<file path="config.mk">
export PLATFORM = sky130hd
export DESIGN_NAME = seven_segment_scan_driver
export DESIGN_NICKNAME = d
export VERILOG_FILES = /design/src/sv/ssd_pkg.sv /design/src/sv/ssd_front.sv /design/src/sv/ssd_queue.sv /design/src/sv/ssd_back.sv /design/src/sv/seven_segment_scan_driver.sv
export SDC_FILE = /design/constraint.sdc
export NUM_CORES = 1
export LEC_CHECK = 0
export BUFFER_PORTS_ARGS = -buffer_cell sky130_fd_sc_hd__buf_2
export CAP_MARGIN = 20
export CELL_PAD_IN_SITES_DETAIL_PLACEMENT = 1
export CELL_PAD_IN_SITES_GLOBAL_PLACEMENT = 2
export CORE_MARGIN = 2
export CORE_UTILIZATION = 25
export CTS_BUF_LIST = sky130_fd_sc_hd__clkbuf_2 sky130_fd_sc_hd__clkbuf_4 sky130_fd_sc_hd__clkbuf_8
export CTS_CLUSTER_DIAMETER = 120
export DETAILED_ROUTE_END_ITERATION = 6
export PLACE_DENSITY = 0.57
export SYNTH_ARGS = -nofsm -noshare
export SYNTH_HDL_FRONTEND = slang
export SYNTH_SLANG_ARGS = --single-unit
</file>
<file path="constraint.sdc">
create_clock -name clk -period 5.95 [get_ports clk]
set_input_delay 0.8925 -clock clk [delete_from_list [all_inputs] [get_ports clk]]
set_output_delay 0.8925 -clock clk [all_outputs]
set_load 0.01 [all_outputs]
</file>
<file path="src/sv/ssd_pkg.sv">
// ----------------------------------------------------------------------------
// ssd_pkg
// Shared types, constants and the digit to segment table for the
// three-digit seven-segment scan driver.
// ----------------------------------------------------------------------------
package ssd_pkg;

  localparam int DIGIT_COUNT  = 3;
  localparam int SEG_W        = 7;
  localparam int NUMBER_W     = 10;
  localparam int PERIOD_W     = 8;
  localparam int INDEX_W      = 2;
  localparam int NUMBER_MAX   = 999;
  localparam int QUEUE_DEPTH  = 2;
  localparam int QPTR_W       = $clog2(QUEUE_DEPTH);
  localparam int QCNT_W       = $clog2(QUEUE_DEPTH + 1);
  localparam int PERIOD_RESET = 4;

  localparam logic [SEG_W-1:0] SEG_ZERO  = 7'h3F;
  localparam logic [SEG_W-1:0] SEG_BLANK = 7'h00;

  typedef enum logic {
    OP_LOAD = 1'b0,
    OP_TICK = 1'b1
  } op_t;

  typedef logic [SEG_W-1:0] seg_t;

  typedef struct packed {
    op_t                     op;
    seg_t [DIGIT_COUNT-1:0]  pat;
  } item_t;

  function automatic seg_t seg_of(input logic [3:0] digit);
    seg_t s;
    unique case (digit)
      4'd0:    s = 7'h3F;
      4'd1:    s = 7'h06;
      4'd2:    s = 7'h5B;
      4'd3:    s = 7'h4F;
      4'd4:    s = 7'h66;
      4'd5:    s = 7'h6D;
      4'd6:    s = 7'h7D;
      4'd7:    s = 7'h07;
      4'd8:    s = 7'h7F;
      4'd9:    s = 7'h6F;
      default: s = SEG_BLANK;
    endcase
    return s;
  endfunction

endpackage

</file>
<file path="src/sv/ssd_front.sv">
// ----------------------------------------------------------------------------
// ssd_front
// Accepts items, saturates the number and splits it into segment patterns
// with leading zero blanking, then hands the word to the queue.
// ----------------------------------------------------------------------------
module ssd_front (
  input  logic                          in_valid,
  output logic                          in_ready,
  input  logic                          in_op,
  input  logic [ssd_pkg::NUMBER_W-1:0]  in_number,
  output logic                          wr_valid,
  input  logic                          wr_ready,
  output ssd_pkg::item_t                wr_item
);

  logic [ssd_pkg::NUMBER_W-1:0] num;
  logic [ssd_pkg::NUMBER_W-1:0] rem_h;
  logic [6:0]                   rem;
  logic [6:0]                   rem_t;
  logic [3:0]                   hund;
  logic [3:0]                   tens;
  logic [3:0]                   units;

  assign in_ready = wr_ready;
  assign wr_valid = in_valid;

  always_comb begin
    num = (in_number > ssd_pkg::NUMBER_W'(ssd_pkg::NUMBER_MAX)) ?
          ssd_pkg::NUMBER_W'(ssd_pkg::NUMBER_MAX) : in_number;
    hund = 4'd0;
    for (int h = 1; h <= 9; h++) begin
      if (num >= ssd_pkg::NUMBER_W'(h * 100)) begin
        hund = 4'(h);
      end
    end
    rem_h = num - (ssd_pkg::NUMBER_W'(hund) * ssd_pkg::NUMBER_W'(100));
    rem   = rem_h[6:0];
    tens  = 4'd0;
    for (int t = 1; t <= 9; t++) begin
      if (rem >= 7'(t * 10)) begin
        tens = 4'(t);
      end
    end
    rem_t = rem - (7'(tens) * 7'd10);
    units = rem_t[3:0];
  end

  always_comb begin
    wr_item.op     = ssd_pkg::op_t'(in_op);
    wr_item.pat[0] = ssd_pkg::seg_of(units);
    wr_item.pat[1] = (num >= ssd_pkg::NUMBER_W'(10)) ?
                     ssd_pkg::seg_of(tens) : ssd_pkg::SEG_BLANK;
    wr_item.pat[2] = (num >= ssd_pkg::NUMBER_W'(100)) ?
                     ssd_pkg::seg_of(hund) : ssd_pkg::SEG_BLANK;
  end

endmodule

</file>
<file path="src/sv/ssd_queue.sv">
// ----------------------------------------------------------------------------
// ssd_queue
// Short word queue between the front and back so each side stalls on
// its own.
// ----------------------------------------------------------------------------
module ssd_queue (
  input  logic            clk,
  input  logic            rst_n,
  input  logic            wr_valid,
  output logic            wr_ready,
  input  ssd_pkg::item_t  wr_item,
  output logic            rd_valid,
  input  logic            rd_ready,
  output ssd_pkg::item_t  rd_item
);

  ssd_pkg::item_t                 mem_r [ssd_pkg::QUEUE_DEPTH];
  logic [ssd_pkg::QPTR_W-1:0]     wr_ptr_r, wr_ptr_nxt;
  logic [ssd_pkg::QPTR_W-1:0]     rd_ptr_r, rd_ptr_nxt;
  logic [ssd_pkg::QCNT_W-1:0]     count_r, count_nxt;
  logic                           push;
  logic                           pop;

  assign wr_ready = (count_r != ssd_pkg::QCNT_W'(ssd_pkg::QUEUE_DEPTH));
  assign rd_valid = (count_r != '0);
  assign rd_item  = mem_r[rd_ptr_r];
  assign push     = wr_valid && wr_ready;
  assign pop      = rd_valid && rd_ready;

  always_comb begin
    wr_ptr_nxt = wr_ptr_r;
    rd_ptr_nxt = rd_ptr_r;
    if (push) begin
      wr_ptr_nxt = (wr_ptr_r == ssd_pkg::QPTR_W'(ssd_pkg::QUEUE_DEPTH - 1)) ?
                   '0 : wr_ptr_r + 1'b1;
    end
    if (pop) begin
      rd_ptr_nxt = (rd_ptr_r == ssd_pkg::QPTR_W'(ssd_pkg::QUEUE_DEPTH - 1)) ?
                   '0 : rd_ptr_r + 1'b1;
    end
    count_nxt = count_r + ssd_pkg::QCNT_W'(push) - ssd_pkg::QCNT_W'(pop);
  end

  always_ff @(posedge clk) begin
    if (!rst_n) begin
      wr_ptr_r <= '0;
      rd_ptr_r <= '0;
      count_r  <= '0;
    end else begin
      wr_ptr_r <= wr_ptr_nxt;
      rd_ptr_r <= rd_ptr_nxt;
      count_r  <= count_nxt;
    end
  end

  always_ff @(posedge clk) begin
    if (push) begin
      mem_r[wr_ptr_r] <= wr_item;
    end
  end

endmodule

</file>
<file path="src/sv/ssd_back.sv">
// ----------------------------------------------------------------------------
// ssd_back
// Executes queued words: counts ticks, runs the multiplex step, keeps the
// shown and pending buffers and the drive registers, and holds the result.
// ----------------------------------------------------------------------------
module ssd_back (
  input  logic                               clk,
  input  logic                               rst_n,
  input  logic                               cfg_valid,
  input  logic [ssd_pkg::PERIOD_W-1:0]       cfg_data,
  input  logic                               rd_valid,
  output logic                               rd_ready,
  input  ssd_pkg::item_t                     rd_item,
  output logic                               out_valid,
  input  logic                               out_ready,
  output logic [ssd_pkg::SEG_W-1:0]          out_segments,
  output logic [ssd_pkg::DIGIT_COUNT-1:0]    out_digit_enable,
  output logic                               out_scanned
);

  logic [ssd_pkg::PERIOD_W-1:0]          period_r;
  ssd_pkg::seg_t [ssd_pkg::DIGIT_COUNT-1:0] shown_r, shown_nxt;
  ssd_pkg::seg_t [ssd_pkg::DIGIT_COUNT-1:0] pending_r;
  ssd_pkg::seg_t [ssd_pkg::DIGIT_COUNT-1:0] src;
  logic                                  pend_r, pend_nxt;
  logic [ssd_pkg::INDEX_W-1:0]           idx_r, idx_nxt, idx_cur;
  logic [ssd_pkg::PERIOD_W-1:0]          tick_r, tick_nxt, tick_inc;
  logic [ssd_pkg::SEG_W-1:0]             seg_r, seg_nxt;
  logic [ssd_pkg::DIGIT_COUNT-1:0]       en_r, en_nxt;
  logic                                  valid_r, valid_nxt;
  logic                                  scanned_r, scanned_nxt;
  logic                                  go;
  logic                                  step;

  assign rd_ready         = !valid_r || out_ready;
  assign go               = rd_valid && rd_ready;
  assign out_valid        = valid_r;
  assign out_segments     = seg_r;
  assign out_digit_enable = en_r;
  assign out_scanned      = scanned_r;

  always_comb begin
    tick_inc  = tick_r + 1'b1;
    step      = go && (rd_item.op == ssd_pkg::OP_TICK) && (tick_inc >= period_r);
    src       = pend_r ? pending_r : shown_r;
    idx_cur   = (idx_r >= ssd_pkg::INDEX_W'(ssd_pkg::DIGIT_COUNT)) ? '0 : idx_r;
    tick_nxt  = tick_r;
    shown_nxt = shown_r;
    pend_nxt  = pend_r;
    idx_nxt   = idx_r;
    seg_nxt   = seg_r;
    en_nxt    = en_r;
    if (go) begin
      if (rd_item.op == ssd_pkg::OP_LOAD) begin
        pend_nxt = 1'b1;
      end else if (step) begin
        tick_nxt  = '0;
        shown_nxt = src;
        pend_nxt  = 1'b0;
        seg_nxt   = src[idx_cur];
        en_nxt    = ssd_pkg::DIGIT_COUNT'(1) << idx_cur;
        idx_nxt   = (idx_cur == ssd_pkg::INDEX_W'(ssd_pkg::DIGIT_COUNT - 1)) ?
                    '0 : idx_cur + 1'b1;
      end else begin
        tick_nxt = tick_inc;
      end
    end
    valid_nxt   = go ? 1'b1 : (out_ready ? 1'b0 : valid_r);
    scanned_nxt = go ? step : scanned_r;
  end

  always_ff @(posedge clk) begin
    if (!rst_n) begin
      period_r  <= ssd_pkg::PERIOD_W'(ssd_pkg::PERIOD_RESET);
      shown_r   <= {ssd_pkg::DIGIT_COUNT{ssd_pkg::SEG_ZERO}};
      pend_r    <= 1'b0;
      idx_r     <= '0;
      tick_r    <= '0;
      seg_r     <= '0;
      en_r      <= '0;
      valid_r   <= 1'b0;
      scanned_r <= 1'b0;
    end else begin
      if (cfg_valid) begin
        period_r <= cfg_data;
      end
      shown_r   <= shown_nxt;
      pend_r    <= pend_nxt;
      idx_r     <= idx_nxt;
      tick_r    <= tick_nxt;
      seg_r     <= seg_nxt;
      en_r      <= en_nxt;
      valid_r   <= valid_nxt;
      scanned_r <= scanned_nxt;
    end
  end

  always_ff @(posedge clk) begin
    if (go && (rd_item.op == ssd_pkg::OP_LOAD)) begin
      pending_r <= rd_item.pat;
    end
  end

endmodule

</file>
<file path="src/sv/seven_segment_scan_driver.sv">
// ----------------------------------------------------------------------------
// seven_segment_scan_driver
// Three-digit multiplexed seven-segment driver: loads numbers, counts
// millisecond ticks and steps the digit scan every scan_period ticks.
// ----------------------------------------------------------------------------
// an accepted item is written into the queue, then its result is registered in the back stage
// throughput: one item per cycle while out_ready is high; a held result stalls the back step
// a two-word queue decouples decode from execution
// reset (rst_n low, synchronous): queue empty, no result held, period 4,
// digits show 000 once scanned, drive and enables off
module seven_segment_scan_driver (
  input  logic                               clk,
  input  logic                               rst_n,
  input  logic                               cfg_valid,
  output logic                               cfg_ready,
  input  logic [ssd_pkg::PERIOD_W-1:0]       cfg_data,
  input  logic                               in_valid,
  output logic                               in_ready,
  input  logic                               in_op,
  input  logic [ssd_pkg::NUMBER_W-1:0]       in_number,
  output logic                               out_valid,
  input  logic                               out_ready,
  output logic [ssd_pkg::SEG_W-1:0]          out_segments,
  output logic [ssd_pkg::DIGIT_COUNT-1:0]    out_digit_enable,
  output logic                               out_scanned
);

  logic           wr_valid;
  logic           wr_ready;
  ssd_pkg::item_t wr_item;
  logic           rd_valid;
  logic           rd_ready;
  ssd_pkg::item_t rd_item;

  assign cfg_ready = 1'b1;

  ssd_front u_front (
    .in_valid  (in_valid),
    .in_ready  (in_ready),
    .in_op     (in_op),
    .in_number (in_number),
    .wr_valid  (wr_valid),
    .wr_ready  (wr_ready),
    .wr_item   (wr_item)
  );

  ssd_queue u_queue (
    .clk      (clk),
    .rst_n    (rst_n),
    .wr_valid (wr_valid),
    .wr_ready (wr_ready),
    .wr_item  (wr_item),
    .rd_valid (rd_valid),
    .rd_ready (rd_ready),
    .rd_item  (rd_item)
  );

  ssd_back u_back (
    .clk              (clk),
    .rst_n            (rst_n),
    .cfg_valid        (cfg_valid),
    .cfg_data         (cfg_data),
    .rd_valid         (rd_valid),
    .rd_ready         (rd_ready),
    .rd_item          (rd_item),
    .out_valid        (out_valid),
    .out_ready        (out_ready),
    .out_segments     (out_segments),
    .out_digit_enable (out_digit_enable),
    .out_scanned      (out_scanned)
  );

endmodule

</file>
### Yosys cells after proc, flatten, opt, wreduce, memory -nomap -nowiden

Memories as Yosys holds them, arrays and structs flattened. A register that Yosys moved wholly into a read port is not among the register bits.
Index checks and enable logic that the tools add are counted.

* ROM bits: 336
* memories kept: 4
* memory bits (writable): 44
* input bits: 24
* word-level logic and storage cells: 108
* output and inout port bits: 14
* flip-flop bits (word level): 77

* eq/ne operators: 3
* shift operators: 1
* magnitude comparators: 23
* multiplexer cells: 37
* reduce and logical (&&, ||, !) cells: 12
* bitwise operators: 1
* $add $sub $neg: 8
* multiply operators: 2

Memory list
* (name not given): depth 16, width 7, read ports 1, clocked after memory_dff 0, wr ports 0, line ssd_pkg.sv:36 `unique case (digit)`
* (name not given): depth 16, width 7, read ports 1, clocked after memory_dff 0, wr ports 0, line ssd_pkg.sv:36
* (name not given): depth 16, width 7, read ports 1, clocked after memory_dff 0, wr ports 0, line ssd_pkg.sv:36
* u_queue.mem_r: depth 2, width 22, read ports 1, clocked after memory_dff 1, wr ports 1, line ssd_queue.sv:17 `ssd_pkg::item_t mem_r [ssd_pkg::QUEUE_DEPTH];`

Operators by type and width (count)
* $ge 10x10->1 const B: 4
* $ge 10x9->1 const B: 3
* $mux 3: 8
* $ge 7x6->1 const B: 3
* $ge 7x7->1 const B: 3
* $mux 21: 1
* $mux 7: 3
* $mux 4: 4
* $bmux 7 s2: 1
* $ge 7x5->1 const B: 2
* $mux 1: 12
* $mux 2: 6
* $ge 10x4->1 const B: 1
* $ge 10x7->1 const B: 1
* $ge 10x8->1 const B: 1
* $gt 10x10->1 const B: 1
* $mux 10: 1
* $add 8x1->8 const B: 1
* $ge 8x8->1: 1
* $mux 8: 1
* $ge 7x4->1 const B: 1
* $sub 7x7->7: 1
* $logic_and 1x1->1: 5
* $mul 4x5->5 const B: 1
* other kinds (17): 21

### Depth between registers and ports, before layout

Gate-level depths: netlist (run 1).
An unclocked memory read counts as a cell.

* depth after elaboration: 27
* depth in mapped cells: 24
* depth with buffers taken out: 23

### Hierarchy

A second synthesis (run 1) with hierarchy kept.

* cells, all modules: 628
* area, all modules: 6625.1 sq um

By module, submodules not included
* ssd_back: area each 3273.1 sq um, sequential area each 1631.6 sq um, instances 1, cells an instance 315
* ssd_queue: area each 1841.8 sq um, sequential area each 1421.4 sq um, instances 1, cells an instance 97
* ssd_front: area each 1498.9 sq um, sequential area each 0.0 sq um, instances 1, cells an instance 214
* seven_segment_scan_driver: area each 11.3 sq um, sequential area each 0.0 sq um, instances 1, cells an instance 2

### Worst setup path after synthesis (run 1)

Ideal clock, no wire load.

* kind: input port to flip-flop
* start: in in_number[7] in the netlist's numbering
* end: mem u_queue.mem_r[0][0] in the netlist's numbering, data pin
* data arrival time: 5.417 ns
* cell stages on the path: 23
* setup slack: 0.267 ns
* buffers on the path: 2
* required time: 5.684 ns
* library setup time: 0.266 ns
* cell sequence: buf_2 nand4_1 nor2_2 nor2b_1 a41o_1 a21oi_1 nor2_1 o32a_1 ha_1 fa_1 nand2b_1 a21oi_2 xnor2_2 buf_6 o32ai_1 nor3_4 ha_1 inv_1 fa_1 xor2_2 xnor2_4 mux2i_1 o21ai_1

RTL lines
* start: declaration: line seven_segment_scan_driver.sv:20 `input logic [ssd_pkg::NUMBER_W-1:0] in_number,`
* end: declaration: line ssd_queue.sv:17

==> out/metrics.yaml, run 1 <==
status: "finished, final reports clean"
antenna_violating_nets_post_route: 0
comb_power_share: 0.383
cts_num_sinks: 120
synth_compound_area_frac: 0.0999
final-setup-viol-count: 0
synth.avg_cell_area_um2: 10.7
yosys-mux-area-fraction: 0.124
vias: 4271
startpoint_type: "input port"
maximum_root_to_sink_buffer_count: 2
cts-htree-levels: 4
final.min_clock_period_ns: 5.35
num_io_pins: 38
total_switching_power_mw: 1.14
postSynthRegisterBits: 120
vias_per_cell: 4.48
synth_top_flop_cell: "edfxtp_1"
detail_route.iter0.violations: 201
multi_input_area_mm2: 0.00294
maximum_number_of_pins_on_one_net_before_global_route_repair: 35
final_hold_viol_count: 0
placed_cells_incl_taps: 920
first_pass_iters: 4
start_util: 0.256
design.die.area_mm2: 0.0262
cellPowerDensity_mw_per_mm2: 450
antenna_found_initial: 0
ys_warn_count: 0
num-nets-final: 678
clock_tree_from_tritoncts: "yes"
chipWidth_um: 162
final_cell_count_no_fill: 954
cts_made_buffers: 17
gr-total-overflow: 0
rows: 57
setup.worst_path.class: "in2reg"
timing.hold.worst_path_depth: 2
power.share.sequential: 0.394
routed_wl_um: 13800
finalMaxSlewViolations: 0
power_mw: 3.26
fill_cell_total_of_the_finished_layout: 2775
worst_hold_slack_ns: 0.460
worst_slew_pin_slew_ns: 0.772
worst_ir_drop_vdd_uv: 208
ff_latch_area_mm2: 0.00305
intPower_mw: 2.12
die_y_um: 162
syn_inst: 582
clk_pin_slew_worst_paths_ns: 0.07
cts-resized-gates: 0
fin_crit_sh: 0.899
yosys.area_share.adder: 0.0746
synthDistinctLibCells: 60
timing.setup.tns_ns: 0
syn_area_mm2: 0.00624
first_pass_grt_wire_length_um: 23200
areaGrowthSynthToFinish_pct: 16.1
timing.critical_path.fanout_max: 14
share_clk_of_total_power: 0.223
dpl.hpwl_um: 10100
placer_congestion: 0.802
synth_top_family_by_area: "simple AND/OR/NAND/NOR gates"
power.share.switching: 0.350
core_area_mm2: 0.0244
cts_setup_buffers: 0
clockRootBuffer: "clkbuf_8"
synth_enable_flop_cells: 65
post_drt_wl_per_cell_um: 14.5
cp_data_required_time_ns: 6.11
arrival_ns: 5.51
max_cap_violations: 0
fin_worst_skew_ns: 0.00605
remaining_drc_errors: 0
synth_fp_nets: 642
timing.max_slew.rel_slack: 0.484
postSynth.asyncResetShare: 0
grt_pass1_vias: 4467
achievable-frequency_mhz: 187
synth_xor_xnor_area_share: 0.0357
antenna_cells_inserted: 0
ctsHoldBuffers: 0
share_of_cells_above_drive_strength_1: 0.219
synthSimpleGateAreaFrac: 0.132
setup.worst_path.end_class: "flop"
io_buffer_count: 36
clkLatencyLatePin_ns: 0.43
power.static_leakage_nw: 2.71
seq_area_frac_synth: 0.489
hold_path.class: "reg2reg"
setup_repair_after_global_routing_missed_its_margin: "no"
reg2reg_depth: 11
grtUsageTotal: 0.111
[registers in the layout (all words and copies together) (netlist names), named ones only]
name	count
u_back.tick_r	8
u_back.idx_r	1
u_queue.mem_r	44
u_back.pend_r	1
u_back.out_valid	1
u_back.pending_r	21
u_back.out_scanned	1
u_back.period_r	8
u_back.out_segments	7
u_back.out_digit_enable	2
u_queue.count_r	2
u_queue.wr_ptr_r	1
u_back.shown_r	21
u_queue.rd_ptr_r	1
[through the flow]
stage / area [um^2] / util / setup WS (ns)
floorplan: 6240 / - / 0.267
global placement: 6770 / 0.277 / 0.304
detailed placement: 6780 / 0.278 / 0.114
CTS: 7180 / 0.294 / 0.601
global route: 7240 / 0.297 / 0.185
finish: 7240 / 0.297 / 0.601
[cells in the mapped netlist (all sizes together), types with 14 or more instances]
library cell / instances / area (um^2)
nand2: 69 / 267
edfxtp: 65 / 1950
nor2: 56 / 213
dfxtp: 55 / 1100
ha: 34 / 425
inv: 30 / 113
mux2i: 30 / 300
mux2: 28 / 315
a21oi: 24 / 124
o21ai: 21 / 105
clkbuf: 18 / 78.8
nand3: 17 / 85.1
buf: 15 / 81.3
nor3: 14 / 86.3
[critical path, stage by stage]
cell and delay (ns):
buf_2 0.15, o311a_1 0.38, nor3_1 0.27, o21ai_0 0.15, a21oi_1 0.16, o32a_1 0.31, ha_1 0.22, fa_1 0.63
nor2b_1 0.25, a22oi_1 0.22, a21oi_1 0.13, nor3_4 0.20, ha_1 0.16, inv_1 0.05, fa_1 0.40, xor2_2 0.22
xnor2_4 0.32, mux2i_1 0.26, o22ai_1 0.12
[final timing paths]
kind / startpoint / endpoint / slack, ns
worst max register to register: u_back.tick_r[0]$_SDFFE_PN0P_ / u_back.shown_r[10]$_SDFFE_PN1P_ / 2.86
worst min register to register: u_back.shown_r[13]$_SDFFE_PN0P_ / u_back.shown_r[13]$_SDFFE_PN0P_ / 0.46
worst min-delay path: u_back.shown_r[13]$_SDFFE_PN0P_ / u_back.shown_r[13]$_SDFFE_PN0P_ / 0.46
worst max-delay path: in_number[4] / u_queue.mem_r[0][5]$_DFFE_PP_ / 0.60
[area by class of cell]
cell class | count | area share
Clock buffer | 20 | 0.0371
Clock inverter | 11 | 0.0173
Inverter | 30 | 0.0155
Multi-Input combinational cell | 399 | 0.406
Sequential cell | 120 | 0.421
Tap cell | 324 | 0.0560
Timing Repair Buffer | 50 | 0.0466
[per-layer routing]
| metal | up-vias | global-route usage | part of all wire |
|---|---|---|---|
| met2 | 57 | 0.186 | 0.48 |
| met1 | 2072 | 0.140 | 0.48 |
| met4 | 0 | 0.0414 | 0.017 |
| met3 | 18 | 0.0268 | 0.024 |
| met5 | - | 0 | 0 |
| li1 | 2124 | - | - |
[layout by cell type (no fill, tap or decap), types with 17 or more instances in the layout]
master    instances
a21oi_1          23
buf_2            36
clkbuf_8         19
dfxtp_1          55
edfxtp_1         65
ha_1             34
inv_1            29
mux2_2           28
mux2i_1          30
nand2_1          68
nand3_1          17
nor2_1           54
o21ai_0          18
[kinds of logic (layout without fill, tap and decap cells)]
| group | count (synthesis) | in the layout |
|---|---|---|
| simple gates | 183 | 183 |
| flops | 120 | 120 |
| compound gates | 95 | 95 |
| xor+xnor | 19 | 19 |
| fa+ha+maj | 36 | 36 |
| buf+inv | 63 | 111 |
| mux | 65 | 65 |
| other cells | 1 | 1 |
[power by group through the flow]
stage / clock network (mW) / logic [mW] / registers, mW
floorplan: 0 / 0.951 / 1.26
global placement: 0 / 1.18 / 1.32
detailed placement: 0 / 1.23 / 1.32
CTS: 0.752 / 1.23 / 1.31
global route: 0.788 / 1.41 / 1.31
finish: 0.726 / 1.25 / 1.28
(Power assumes the default switching activity.)
==> run 2, diff against run 1 <==
--- a/config.mk
+++ b/config.mk
@@ -14,7 +14,7 @@
 export CTS_BUF_LIST = sky130_fd_sc_hd__clkbuf_2 sky130_fd_sc_hd__clkbuf_4 sky130_fd_sc_hd__clkbuf_8
 export CTS_CLUSTER_DIAMETER = 120
 export DETAILED_ROUTE_END_ITERATION = 6
-export PLACE_DENSITY = 0.57
+export PLACE_DENSITY = 0.55
 export SYNTH_ARGS = -nofsm -noshare
 export SYNTH_HDL_FRONTEND = slang
 export SYNTH_SLANG_ARGS = --single-unit
==> constraint.sdc (replaced) <==
create_clock -name clk -period 5.9 [get_ports clk]
set_input_delay 0.885 -clock clk [delete_from_list [all_inputs] [get_ports clk]]
set_output_delay 0.885 -clock clk [all_outputs]
set_load 0.01 [all_outputs]
==> out/metrics.yaml, run 2 (same netlist as run 1, synthesis figures left out) <==
clkLatencyLatePin_ns: 0.43
arrival_ns: 5.40
ctsHoldBuffers: 0
achievable-frequency_mhz: 191
final_cell_count_no_fill: 956
maximum_root_to_sink_buffer_count: 2
cts_made_buffers: 17
timing.max_slew.rel_slack: 0.485
startpoint_type: "input port"
worst_hold_slack_ns: 0.461
grtUsageTotal: 0.111
status: "finished, final reports clean"
final-setup-viol-count: 0
clock_tree_from_tritoncts: "yes"
first_pass_iters: 4
num-nets-final: 680
chipWidth_um: 162
timing.critical_path.fanout_max: 10
post-route-cell-area_mm2: 0.00728
setup.worst_path.end_class: "flop"
design.die.area_mm2: 0.0262
areaGrowthSynthToFinish_pct: 16.6
preCtsSetupSlack_ns: 0.188
vias_per_cell: 4.45
power.static_leakage_nw: 2.73
routed_wl_um: 13900
num_io_pins: 38
critical_path_buf_inv_count: 2
worst_slew_pin_slew_ns: 0.772
most_common_cell_after_layout_fill_and_taps_aside: "nand2_1"
finalMaxSlewViolations: 0
cts_num_sinks: 120
clk_pin_slew_worst_paths_ns: 0.08
hold_path.class: "reg2reg"
die_y_um: 162
timing.setup.tns_ns: 0
cp_data_required_time_ns: 6.08
cts_setup_buffers: 0
post_drt_wl_per_cell_um: 14.5
final_core_util: 0.298
clockRootBuffer: "clkbuf_8"
cts-htree-levels: 4
postLayoutSetupSlackWorst_ns: 0.672
maximum_number_of_pins_on_one_net_before_global_route_repair: 35
detail_route.iter0.violations: 259
first_pass_grt_wire_length_um: 23300
final.min_clock_period_ns: 5.23
max_stage_delay_ns: 0.44
core_area_mm2: 0.0244
cp_slowest_cell: "fa_1"
antenna_found_initial: 0
setup.worst_path.class: "in2reg"
worst_path_dominant_cell_family: "adder cells"
register_with_the_most_flip_flops: "u_queue.mem_r"
io_buffer_count: 36
fin_worst_skew_ns: 0.0112
remaining_drc_errors: 0
placed_cell_area_mm2: 0.00680
share_of_cells_above_drive_strength_1: 0.220
cellPowerDensity_mw_per_mm2: 461
biggestRegsByFlops: "u_queue.mem_r: 44 flops, u_back.pending_r: 21 flops, u_back.shown_r: 21 flops"
vias: 4257
largest_register_ff_count: 44
power_mw: 3.35
final_cell_mix: "68 x nand2_1, 65 x edfxtp_1, 55 x dfxtp_1, 54 x nor2_1, 36 x buf_2"
antenna_cells_inserted: 0
antenna_violating_nets_post_route: 0
fin_crit_sh: 0.886
ordered_cell_list_for_the_critical_path: "buf_2 -> nand4_1 -> nor2_2 -> nor2b_1 -> a41o_1 -> a21oi_1 -> nor2_1 -> o32a_1 -> ha_1 -> fa_1 -> nand2b_1 -> a21oi_2 -> xnor2_2 -> a211o_1 -> o22ai_1 -> nor3_4 -> ha_1 -> inv_1 -> fa_1 -> xor2_2 -> xnor2_4 -> mux2i_1 -> o21ai_1"
use_met1: 0.140
rows: 57
cts-resized-gates: 0
placed_cells_incl_taps: 923
gr-total-overflow: 0
met3_global_route_usage: 0.0255
dpl.hpwl_um: 10000
grt_pass1_vias: 4518
start_util: 0.256
max_cap_violations: 0
setup_repair_after_global_routing_missed_its_margin: "no"
worst_ir_drop_vdd_uv: 165
final_hold_viol_count: 0
placer_congestion: 0.745
busiest_layer: "met2"
use_met2: 0.189
run 2: cell count changes in the layout (fill, tap and decap cells not counted):
cell	previous run	this run
bufinv_16	2	4
buf_8	2	1
clkbuf_8	19	17
buf_4	10	13
clkinv_1	0	1
clkinv_4	2	1
run 2: area by class of cell:
class                      instances  area, um^2
clock inverter                    13         180
fill                            2760       17100
inverter                          30         113
sequential                       120        3050
tap                              324         405
timing repair buffer              52         345
clock buffer                      18         241
multi-input combinational        399        2940
run 2: final timing paths:
check / slack, ns / from / endpoint / cells past startpoint
setup / recovery: 0.67 / in_number[6] / u_queue.mem_r[0][0]$_DFFE_PP_ / 23
hold / removal: 0.46 / u_back.shown_r[13]$_SDFFE_PN0P_ / u_back.shown_r[13]$_SDFFE_PN0P_ / 2
setup reg to reg: 2.81 / u_back.tick_r[0]$_SDFFE_PN0P_ / u_back.shown_r[0]$_SDFFE_PN1P_ / 11
hold reg to reg: 0.46 / u_back.shown_r[13]$_SDFFE_PN0P_ / u_back.shown_r[13]$_SDFFE_PN0P_ / 2
run 2: power breakdown:
part	leakage (nW)	internal, mW	total, mW	switching, mW
combinational	1.49	0.540	1.27	0.734
clock	0.198	0.459	0.789	0.330
sequential	1.04	1.20	1.29	0.0925
run 2: metal layers:
layer | vias up | wire (um)
met3 | 12 | 373
met4 | 0 | 191
met2 | 43 | 6640
li1 | 2130 | -
met1 | 2072 | 6650
met5 | - | 0
run 2: worst register-to-register path, delay by kind of cell (launching register included):
kind                       cells  cell delay, ns
buffers and inverters          1            0.27
DFF                            1            0.41
and+or+nand+nor                2            0.16
adders and majority gates      2            0.57
AOI/OAI and AO/OA              5            1.33
muxes                          1            0.21
==> run 3, diff against run 2 <==
--- a/config.mk
+++ b/config.mk
@@ -15,6 +15,7 @@
 export CTS_CLUSTER_DIAMETER = 120
 export DETAILED_ROUTE_END_ITERATION = 6
 export PLACE_DENSITY = 0.55
+export RECOVER_POWER = 50
 export SYNTH_ARGS = -nofsm -noshare
 export SYNTH_HDL_FRONTEND = slang
 export SYNTH_SLANG_ARGS = --single-unit
==> out/metrics.yaml, run 3 (same netlist as run 1, synthesis figures left out) <==
status: "finished with violations"
failed_checks: "max-capacitance violations, max-slew violations"
final.min_clock_period_ns: 5.24
fin_worst_skew_ns: 0.0103
clkLatencyLatePin_ns: 0.43
share_of_cells_above_drive_strength_1: 0.174
final_cell_count_no_fill: 956
core_area_mm2: 0.0244
detail_route.iter0.violations: 265
cts_made_buffers: 17
cp_data_required_time_ns: 6.08
final_cell_mix: "68 x nand2_1, 65 x edfxtp_1, 55 x nor2_1, 55 x dfxtp_1, 34 x ha_1"
arrival_ns: 5.42
ctsHoldBuffers: 0
worst_slew_pin_slew_ns: 1.64
most_common_cell_after_layout_fill_and_taps_aside: "nand2_1"
timing.max_slew.rel_slack: -0.0920
cts-resized-gates: 0
antenna_found_initial: 0
io_buffer_count: 36
areaGrowthSynthToFinish_pct: 15.4
worst_r2r_endpoint: "u_back.shown_r[0]$_SDFFE_PN1P_"
vias: 4256
grt_pass1_vias: 4518
largest_register_ff_count: 44
holdPathEnd: "u_back.shown_r[13]$_SDFFE_PN0P_"
startpoint_type: "input port"
dpl.hpwl_um: 10000
maximum_number_of_pins_on_one_net_before_global_route_repair: 35
placer_congestion: 0.745
maximum_root_to_sink_buffer_count: 2
timing.critical_path.fanout_max: 10
die_y_um: 162
finalMaxSlewViolations: 35
final_hold_viol_count: 0
timing.rr.start: "u_back.out_valid$_SDFFE_PN0P_"
setup.worst_path.class: "in2reg"
rows: 57
register_with_the_most_flip_flops: "u_queue.mem_r"
num_io_pins: 38
detailroute.wirelength.met3_um: 382
routed_wl_um: 13800
design.die.area_mm2: 0.0262
timing.setup.tns_ns: 0
hold_path.class: "reg2reg"
chipWidth_um: 162
cts-htree-levels: 4
timing.reg2reg.setup_slack_ns: 2.55
post_drt_wl_per_cell_um: 14.5
first_pass_grt_wire_length_um: 23300
grtUsageTotal: 0.111
power.static_leakage_nw: 2.64
vias_per_cell: 4.45
antenna_cells_inserted: 0
biggestRegsByFlops: "u_queue.mem_r: 44 flops, u_back.pending_r: 21 flops, u_back.shown_r: 21 flops"
num-nets-final: 680
max_cap_violations: 1
timing.hold.worst.start: "u_back.shown_r[13]$_SDFFE_PN0P_"
cts_num_sinks: 120
setup.worst_path.end_class: "flop"
final-setup-viol-count: 0
cellPowerDensity_mw_per_mm2: 460
gr-total-overflow: 0
setup_repair_after_global_routing_missed_its_margin: "no"
first_pass_iters: 4
fin_crit_sh: 0.888
antenna_violating_nets_post_route: 0
worst_ir_drop_vdd_uv: 165
timing.hold.worst_path_depth: 2
met1Wirelength_um: 6640
remaining_drc_errors: 0
clock_tree_from_tritoncts: "yes"
clockRootBuffer: "clkbuf_8"
start_util: 0.256
placed_cells_incl_taps: 923
highest_layer: "met4"
reg2reg_depth: 10
clk_pin_slew_worst_paths_ns: 0.08
cts_setup_buffers: 0
achievable-frequency_mhz: 191
route.met2.wl_um: 6620
[run 3: cell types whose count changed in the layout (fill, tap and decap cells not counted), sizes merged]
cell and delta:
clkbuf +17, buf -17
[run 3: layer usage]
layer  vias to the layer above  global-route usage
met5                         -                   0
met4                         0              0.0374
met3                        12              0.0255
met2                        43               0.189
met1                      2069               0.140
li1                       2132                   -
[run 3: metrics by stage]
step	util	hold slack, ns	setup WS [ns]	area, um^2	power, mW
2_1_floorplan	-	0.433	0.225	6240	2.23
3_3_place_gp	0.278	0.443	0.309	6790	2.53
3_5_place_dp	0.279	0.453	0.188	6800	2.59
4_1_cts	0.296	0.464	0.657	7230	3.40
5_1_grt	0.295	0.486	0.201	7200	3.58
6_report	0.295	0.461	0.660	7200	3.31
[run 3: worst max-delay path by stage]
| stage | start | endpoint | slack [ns] |
|---|---|---|---|
| after floorplan | in_number[7] | u_queue.mem_r[0][0]$_DFFE_PP_ | 0.22 |
| after global placement | in_number[6] | u_queue.mem_r[0][3]$_DFFE_PP_ | 0.31 |
| after detailed placement | in_number[6] | u_queue.mem_r[0][0]$_DFFE_PP_ | 0.19 |
| after CTS | in_number[6] | u_queue.mem_r[0][0]$_DFFE_PP_ | 0.66 |
| after global routing | in_number[6] | u_queue.mem_r[1][1]$_DFFE_PP_ | 0.20 |
| final | in_number[6] | u_queue.mem_r[1][3]$_DFFE_PP_ | 0.66 |
[run 3: final cells by class]
type	count	area, um^2
multi-input combinational	399	2940
sequential	120	3050
tap	324	405
timing repair buffer	52	268
fill	2768	17200
clock buffer	18	241
inverter	30	113
clock inverter	13	180
[run 3: critical path: stages]
cell and delay [ns]:
buf_2 0.21, nand4_1 0.16, nor2_2 0.15, nor2b_1 0.06, a41o_1 0.24, a21oi_1 0.14, nor2_1 0.06, o32a_1 0.25
ha_1 0.24, fa_1 0.44, xor2_1 0.27, buf_4 0.18, nand2_1 0.05, o32ai_1 0.17, o22ai_1 0.18, nor3_4 0.15
ha_1 0.17, inv_1 0.05, fa_1 0.40, xor2_2 0.22, xnor2_4 0.33, mux2i_1 0.28, o21ai_1 0.12
[run 3: report_power, final]
group | internal [mW] | switching, mW
logic | 0.507 | 0.729
clock network | 0.459 | 0.329
registers | 1.20 | 0.0901
